$ cat config.mk
export PLATFORM = sky130hd
export DESIGN_NAME = ffha_stats
export DESIGN_NICKNAME = d
export VERILOG_FILES = /design/src/rtl/core/first_fit_heap_allocator_defines.svh /design/src/rtl/core/ffha_pkg.sv /design/src/rtl/core/ffha_stats.sv
export SDC_FILE = /design/constraint.sdc
export NUM_CORES = 1
export LEC_CHECK = 0
export ABC_AREA = 0
export BUFFER_PORTS_ARGS = -buffer_cell sky130_fd_sc_hd__buf_4
export CAP_MARGIN = 30
export CORE_MARGIN = 1
export CORE_UTILIZATION = 50
export DETAILED_ROUTE_END_ITERATION = 7
export PLACE_DENSITY = 0.72
export REMOVE_ABC_BUFFERS = 1
export SETUP_SLACK_MARGIN = 0.4
export SKIP_LAST_GASP = 1
export SLEW_MARGIN = 10
export SYNTH_ARGS = -nofsm -noshare
export SYNTH_HDL_FRONTEND = slang
export SYNTH_SLANG_ARGS = --single-unit
export TNS_END_PERCENT = 30
$ cat constraint.sdc
create_clock -name aclk -period 7.7 [get_ports aclk]
set_input_delay 0.77 -clock aclk [delete_from_list [all_inputs] [get_ports aclk]]
set_output_delay 0.77 -clock aclk [all_outputs]
set_load 0.05 [all_outputs]
$ cat src/rtl/core/first_fit_heap_allocator_defines.svh
// Assertion macros for the first-fit heap allocator.
// Included by the top level; no other dependencies.
`ifndef FIRST_FIT_HEAP_ALLOCATOR_DEFINES_SVH
`define FIRST_FIT_HEAP_ALLOCATOR_DEFINES_SVH

// Same-cycle implication, disabled while reset is asserted.
`define FFHA_ASSERT_IMPL(lbl, clk, rst_n, ante, cons, msg) \
    lbl: assert property (@(posedge clk) disable iff (!(rst_n)) (ante) |-> (cons)) \
        else $error(msg);

// Next-cycle implication, disabled while reset is asserted.
`define FFHA_ASSERT_NEXT(lbl, clk, rst_n, ante, cons, msg) \
    lbl: assert property (@(posedge clk) disable iff (!(rst_n)) (ante) |=> (cons)) \
        else $error(msg);

`endif

$ cat src/rtl/core/ffha_pkg.sv
// Shared types and constants for the first-fit heap allocator.
// No dependencies.
package ffha_pkg;

    localparam int unsigned HEAP_BYTES   = 16384;
    localparam int unsigned HEADER_BYTES = 20;
    localparam int unsigned MAX_BLOCKS   = 1024;

    localparam int unsigned OFF_W  = 14;
    localparam int unsigned PAY_W  = 15;
    localparam int unsigned NEED_W = PAY_W + 1;
    localparam int unsigned IDX_W  = $clog2(MAX_BLOCKS);
    localparam int unsigned CNT_W  = IDX_W + 1;
    localparam int unsigned LIVE_W = 11;
    localparam int unsigned EVT_W  = 32;

    localparam int unsigned HDR_ALIGNED  = (HEADER_BYTES + 7) / 8 * 8;
    localparam int unsigned MIN_BLOCK    = HDR_ALIGNED + 8;
    localparam int unsigned HEAP_ALIGNED = HEAP_BYTES / 8 * 8;
    localparam int unsigned INIT_PAY     = HEAP_ALIGNED - HEADER_BYTES;

    typedef enum logic [1:0] {
        STAT_OK      = 2'd0,
        STAT_ZERO    = 2'd1,
        STAT_NOFIT   = 2'd2,
        STAT_BADFREE = 2'd3
    } status_t;

    typedef enum logic {
        REQ_ALLOC = 1'b0,
        REQ_FREE  = 1'b1
    } req_t;

    // One heap table entry
    typedef struct packed {
        logic [OFF_W-1:0] off;
        logic [PAY_W-1:0] pay;
        logic             is_free;
    } blk_t;

    // Counter update requests from the sequencer
    typedef struct packed {
        logic             alloc;
        logic             release_blk;
        logic             split;
        logic             nofit;
        logic             badfree;
        logic [PAY_W-1:0] pay;
    } stats_cmd_t;

    // Counter values
    typedef struct packed {
        logic [PAY_W-1:0]  free_bytes;
        logic [PAY_W-1:0]  used_bytes;
        logic [PAY_W-1:0]  peak_bytes;
        logic [LIVE_W-1:0] live;
        logic [EVT_W-1:0]  nofit;
        logic [EVT_W-1:0]  badfree;
    } stats_t;

endpackage

$ cat src/rtl/core/ffha_stats.sv
// Running statistics counters of the heap allocator.
// Depends on ffha_pkg.
module ffha_stats (
    input  logic                aclk,
    input  logic                aresetn,
    input  ffha_pkg::stats_cmd_t cmd,
    output ffha_pkg::stats_t     stats
);
    import ffha_pkg::*;

    stats_t stats_reg, stats_next;
    logic [PAY_W-1:0] used_sum;

    // Apply at most one update per cycle
    always_comb begin
        stats_next = stats_reg;
        used_sum   = stats_reg.used_bytes + cmd.pay;
        if (cmd.alloc) begin
            stats_next.used_bytes = used_sum;
            stats_next.free_bytes = stats_reg.free_bytes - cmd.pay
                                    - (cmd.split ? PAY_W'(HEADER_BYTES) : '0);
            stats_next.live       = stats_reg.live + 1'b1;
            if (used_sum > stats_reg.peak_bytes) begin
                stats_next.peak_bytes = used_sum;
            end
        end else if (cmd.release_blk) begin
            stats_next.used_bytes = stats_reg.used_bytes - cmd.pay;
            stats_next.free_bytes = stats_reg.free_bytes + cmd.pay;
            if (stats_reg.live != '0) begin
                stats_next.live = stats_reg.live - 1'b1;
            end
        end else if (cmd.nofit) begin
            stats_next.nofit = stats_reg.nofit + 1'b1;
        end else if (cmd.badfree) begin
            stats_next.badfree = stats_reg.badfree + 1'b1;
        end
    end

    always_ff @(posedge aclk) begin
        if (!aresetn) begin
            stats_reg.free_bytes <= PAY_W'(INIT_PAY);
            stats_reg.used_bytes <= '0;
            stats_reg.peak_bytes <= '0;
            stats_reg.live       <= '0;
            stats_reg.nofit      <= '0;
            stats_reg.badfree    <= '0;
        end else begin
            stats_reg <= stats_next;
        end
    end

    assign stats = stats_reg;

endmodule

Yosys cells after proc, flatten, opt, wreduce, memory -nomap -nowiden
Cells that the tools add are included.
{"block": "totals", "regBits": 120, "in_bits": 22, "out_inout_bits": 120, "word_cells": 32}
{"block": "classes", "add_sub_neg": 9, "n_lt_le_gt_ge": 1, "n_mux": 6, "n_bitwise": 3, "reduce_logical": 7}
{"cell": "adder 32 x 1 -> 32 bit (second input constant)", "count": 2}
{"cell": "2-to-1 mux 30 bit", "count": 2}
{"cell": "2-to-1 mux 11 bit", "count": 3}
{"cell": "adder 15 bit", "count": 2}
{"cell": "subtractor 15 bit", "count": 2}
{"cell": "> comparator 15 bit", "count": 1}
{"cell": "subtractor 15 x 5 -> 15 bit", "count": 1}
{"cell": "adder 11 x 1 -> 11 bit (second input constant)", "count": 1}
{"cell": "nonzero test 11 bit", "count": 1}
{"cell": "subtractor 11 x 1 -> 11 bit (second input constant)", "count": 1}
{"cell": "2-to-1 mux 5 bit", "count": 1}
{"cell": "AND reduction 2 bit", "count": 2}
{"cell": "AND reduction 4 bit", "count": 1}
{"cell": "nonzero test 2 bit", "count": 2}
{"cell": "inverter 1 bit", "count": 3}
{"cell": "AND reduction 3 bit", "count": 1}

Longest topological paths before layout
{"block": "logic_depth", "depth_word": 4, "mapped_depth": 20, "depth_no_buf": 17}

Worst setup path before layout
OpenSTA, ideal clock, no wires.
{"block": "synth_path", "path_kind": "input to register", "from": "input port cmd[2] (netlist bit)", "to": "register stats_reg (netlist bit stats[83])", "setup_time_ps": 128, "arrival_ps": 4450, "path_slack_ps": 3123, "stages": 19, "cell_sequence": "inv_1 > ha_1 > nand2b_1 > a221oi_1 > nor2_1 > o41ai_4 > nand2_1 > o21ai_0 > xnor2_1 > inv_1 > ha_1 > nand4_1 > nor2_1 > o21ai_0 > a221oi_1 > clkbuf_1 > buf_2 > mux2i_1 > nor2_1"}
{"block": "synth_via", "elab_chain_len": 3}
{"element": "start: declaration", "line": "ffha_stats.sv:6", "rtl": "input ffha_pkg::stats_cmd_t cmd,"}
{"element": "adder 15 bit", "line": "ffha_stats.sv:17", "rtl": "used_sum = stats_reg.used_bytes + cmd.pay;"}
{"element": "via used_sum[12]", "line": "ffha_stats.sv:12", "rtl": "logic [PAY_W-1:0] used_sum;"}
{"element": "> comparator 15 bit", "line": "ffha_stats.sv:23", "rtl": "if (used_sum > stats_reg.peak_bytes) begin"}
{"element": "AND reduction 2 bit (no source line)"}
{"element": "end signal: assignment", "line": "ffha_stats.sv:48", "rtl": "stats_reg <= stats_next;"}
{"element": "end: declaration", "line": "ffha_stats.sv:11", "rtl": "stats_t stats_reg, stats_next;"}
The timed path passes the listed nets, and every way through them passes these cells.
A chain may end at the register's enable or synchronous reset.

Final worst setup path
{"block": "layout_path", "from": "input port cmd[2] (netlist bit)", "to": "register stats_reg (netlist bit stats[78])"}
The elaborated chain is that of the path after synthesis.

==> impl_metrics.py <==
metrics = {
    "synth": {
        "synth-edff-count": 0,
        "netlist_area_um2": 8740,
        "yosys.cell_types.count": 71,
        "synth-seq-cells": 120,
        "yosys_most_used_dff": "dfxtp_1",
        "netlist_instances": 1072,
        "async_flop_share_pct": 0,
        "synth-seq-area-share_pct": 27.5,
        "avgSynthCellArea_um2": 8.15,
        "yosysWarnings": 0,
    },
    "timing": {
        "min_period_over_period_pct": 61.9,
        "worstMarginPinSlew_ns": 0.792,
        "period_needed_ns": 4.77,
        "slew_violations": 0,
        "setup_viol_count_final": 0,
        "tns_ns": 0,
        "clock_skew_ns": 0.00876,
        "slew_headroom_pct": 47.2,
        "hold_viol_final": 0,
        "fmax_ghz": 0.210,
        "rsz0062_at_grt": "false",
    },
    "critical_path": {
        "reg2reg_to": "stats[78]$_SDFFE_PN0P_",
        "path_max_fanout": 10,
        "worstSetupPathType": "in2reg",
        "worst-path-buf-inv": 4,
        "r2r_start": "stats[90]$_SDFFE_PN0P_",
        "reg2reg_depth": 18,
        "endpoint_kind": "flop",
        "crit_family": "compound AO/OA/AOI/OAI gates",
        "crit_chain": "buf_4, inv_1, ha_1, nand2b_1, a221oi_1, nor2_1, o41ai_4, nand2_1, o21ai_0, xnor2_1, inv_1, ha_1, nand4_1, nor2_1, o21ai_0, a221oi_2, buf_4, mux2i_1, nor2_1",
        "cp-startpoint": "cmd[2]",
        "r2r_setup_slack_ns": 3.05,
        "critPathLaunchType": "input pin",
        "required_ns": 7.99,
        "slowest_delay_ns": 0.68,
        "cp_common_cell": "nor2_1",
        "crit_arrival_ns": 5.06,
        "worst_path_max_delay_cell": "a221oi_2",
    },
    "grt": {
        "grt_max_degree": 60,
        "gr-total-overflow": 0,
        "grt_usage_pct": 25.0,
        "antenna_found_initial": 0,
        "grt_pass1_vias": 7527,
        "grt_pass1_wl_um": 36400,
    },
    "clock_tree": {
        "cts.hold.buffers_added": 0,
        "cts_setup_buffers": 0,
        "clockRootBuffer": "clkbuf_16",
        "clockBufferDepth": 2,
        "numCtsBuffers": 17,
        "htree_levels": 4,
        "cts_sinks": 120,
        "cts_resized": 0,
        "cts_tree": "done",
        "clkSlewWorstSetupHoldPaths_ns": 0.06,
        "insertion_delay_ns": 0.43,
    },
    "pwr": {
        "power.total_w": 0.00345,
        "peakVddDrop_v": 0.000215,
        "p_per_area_nw_per_um2": 326,
        "leakagePower_nw": 4.75,
    },
    "job": {
        "drv_cap": 0,
    },
    "route": {
        "drt-total-wl_um": 21900,
        "drc": 0,
        "drtAntennaViolNets": 0,
        "vias": 7937,
        "drtIter0Drc": 483,
        "first_pass_iters": 5,
        "wl_per_cell_um": 15.3,
        "via_per_inst": 5.55,
    },
    "finish": {
        "synthToLayoutAreaGrowth_pct": 21.2,
        "largest_reg_flops": 120,
        "diodes": 0,
        "fillers": 1483,
        "nets": 1318,
        "drive_above_1_share_pct": 16.8,
    },
    "floorplanning": {
        "die_x_um": 134,
        "die_h_um": 134,
        "fp.coreArea_um2": 16800,
        "dieArea_um2": 18000,
        "io_pins": 142,
        "row_count": 47,
        "start_util_pct": 52.0,
    },
    "hold_path": {
        "hold_path_end": "stats[29]$_SDFFE_PN0P_",
        "hp-start": "stats[29]$_SDFFE_PN0P_",
        "min_path_type": "reg2reg",
        "min_path_cells": 2,
    },
    "place": {
        "gp_congestion": 0.861,
        "portBuffers": 141,
        "hpwl_um": 16000,
    },
    "status": {
        "outcome": "complete, no violations",
    },
}
## how the worst max path moves through the flow
stage,to,slack (ns),depth (start not counted)
floorplan,stats[76]$_SDFFE_PN0P_,2.22,17
global placement,stats[83]$_SDFFE_PN0P_,2.61,19
detailed placement,stats[78]$_SDFFE_PN0P_,2.52,19
CTS,stats[78]$_SDFFE_PN0P_,2.93,19
global route,stats[78]$_SDFFE_PN0P_,2.54,19
finish,stats[78]$_SDFFE_PN0P_,2.93,19
## area by class of cell
cell class | count | area, um^2 | share of cell area (%)
clock buffer | 17 | 425 | 4.02
clock inverter | 15 | 215 | 2.03
inverter | 88 | 332 | 3.13
multi-input combinational | 823 | 5850 | 55.2
sequential | 120 | 2400 | 22.7
tap | 220 | 275 | 2.60
timing repair buffer | 146 | 1100 | 10.3
## per-layer routing
layer / GRT usage [%] / wire length (um) / vias to the layer above / share of wire (%)
li1: - / - / 4029 / -
met1: 33.3 / 10300 / 3682 / 47
met2: 41.8 / 10200 / 199 / 47
met3: 3.21 / 1060 / 27 / 4.8
met4: 8.05 / 295 / 0 / 1.3
met5: 0 / 0 / - / 0
## cells by family (layout without fill, tap and decap cells)
logic type	Yosys count	in the layout	share of synthesized area [%]
XOR/XNOR	97	97	9.72
adder cells (fa/ha/maj)	100	100	14.9
AO/OA/AOI/OAI	247	247	18.6
AND/OR/NAND/NOR	353	353	20.6
flip-flops	120	120	27.5
buffers and inverters	129	266	5.67
multiplexers	26	26	3.01
## cells in the mapped netlist (all sizes together), types with 11 or more instances
cell type	instances	area, um^2
a211oi	27	203
dfxtp	120	2400
and3	11	68.8
xor2	48	420
a21oi	71	355
nand3	34	193
nand2b	12	75.1
nand4	17	128
nor2	128	480
ha	93	1160
a21o	16	120
or3	17	106
clkbuf	32	120
nand2	67	251
nor2b	11	68.8
mux2i	24	240
xnor2	49	429
nor3	19	118
o21ai	51	255
inv	86	323
## per-stage QoR
step	util [%]	std cells	hold slack [ns]	cell area (um^2)	worst slack, ns
floorplan	-	1031	0.693	8570	2.22
global placement	59.2	1397	0.480	9950	2.61
detailed placement	59.2	1397	0.495	9950	2.52
CTS	63.0	1429	0.504	10600	2.93
global route	63.0	1429	0.523	10600	2.54
finish	63.0	1429	0.500	10600	2.93
## cell usage in the layout (no fill, tap or decap), types with 48 or more instances in the layout
cell and instances:
xor2_1 48, nor2_1 128, xnor2_1 49, dfxtp_1 120
buf_4 146, nand2_1 67, o21ai_0 51, ha_1 93
inv_1 85, a21oi_1 71
## tightest hold or removal path, stage by stage (launching register included)
cell and delay, ns:
dfxtp_1 0.32, o21ai_0 0.07, a21oi_1 0.06
## power by group
group          switching (W)  total [W]  internal, W
sequential          0.000110   0.000829     0.000719
clock               0.000330   0.000880     0.000550
combinational        0.00107    0.00174     0.000671
Note: power is estimated with default switching activity, not from simulation.
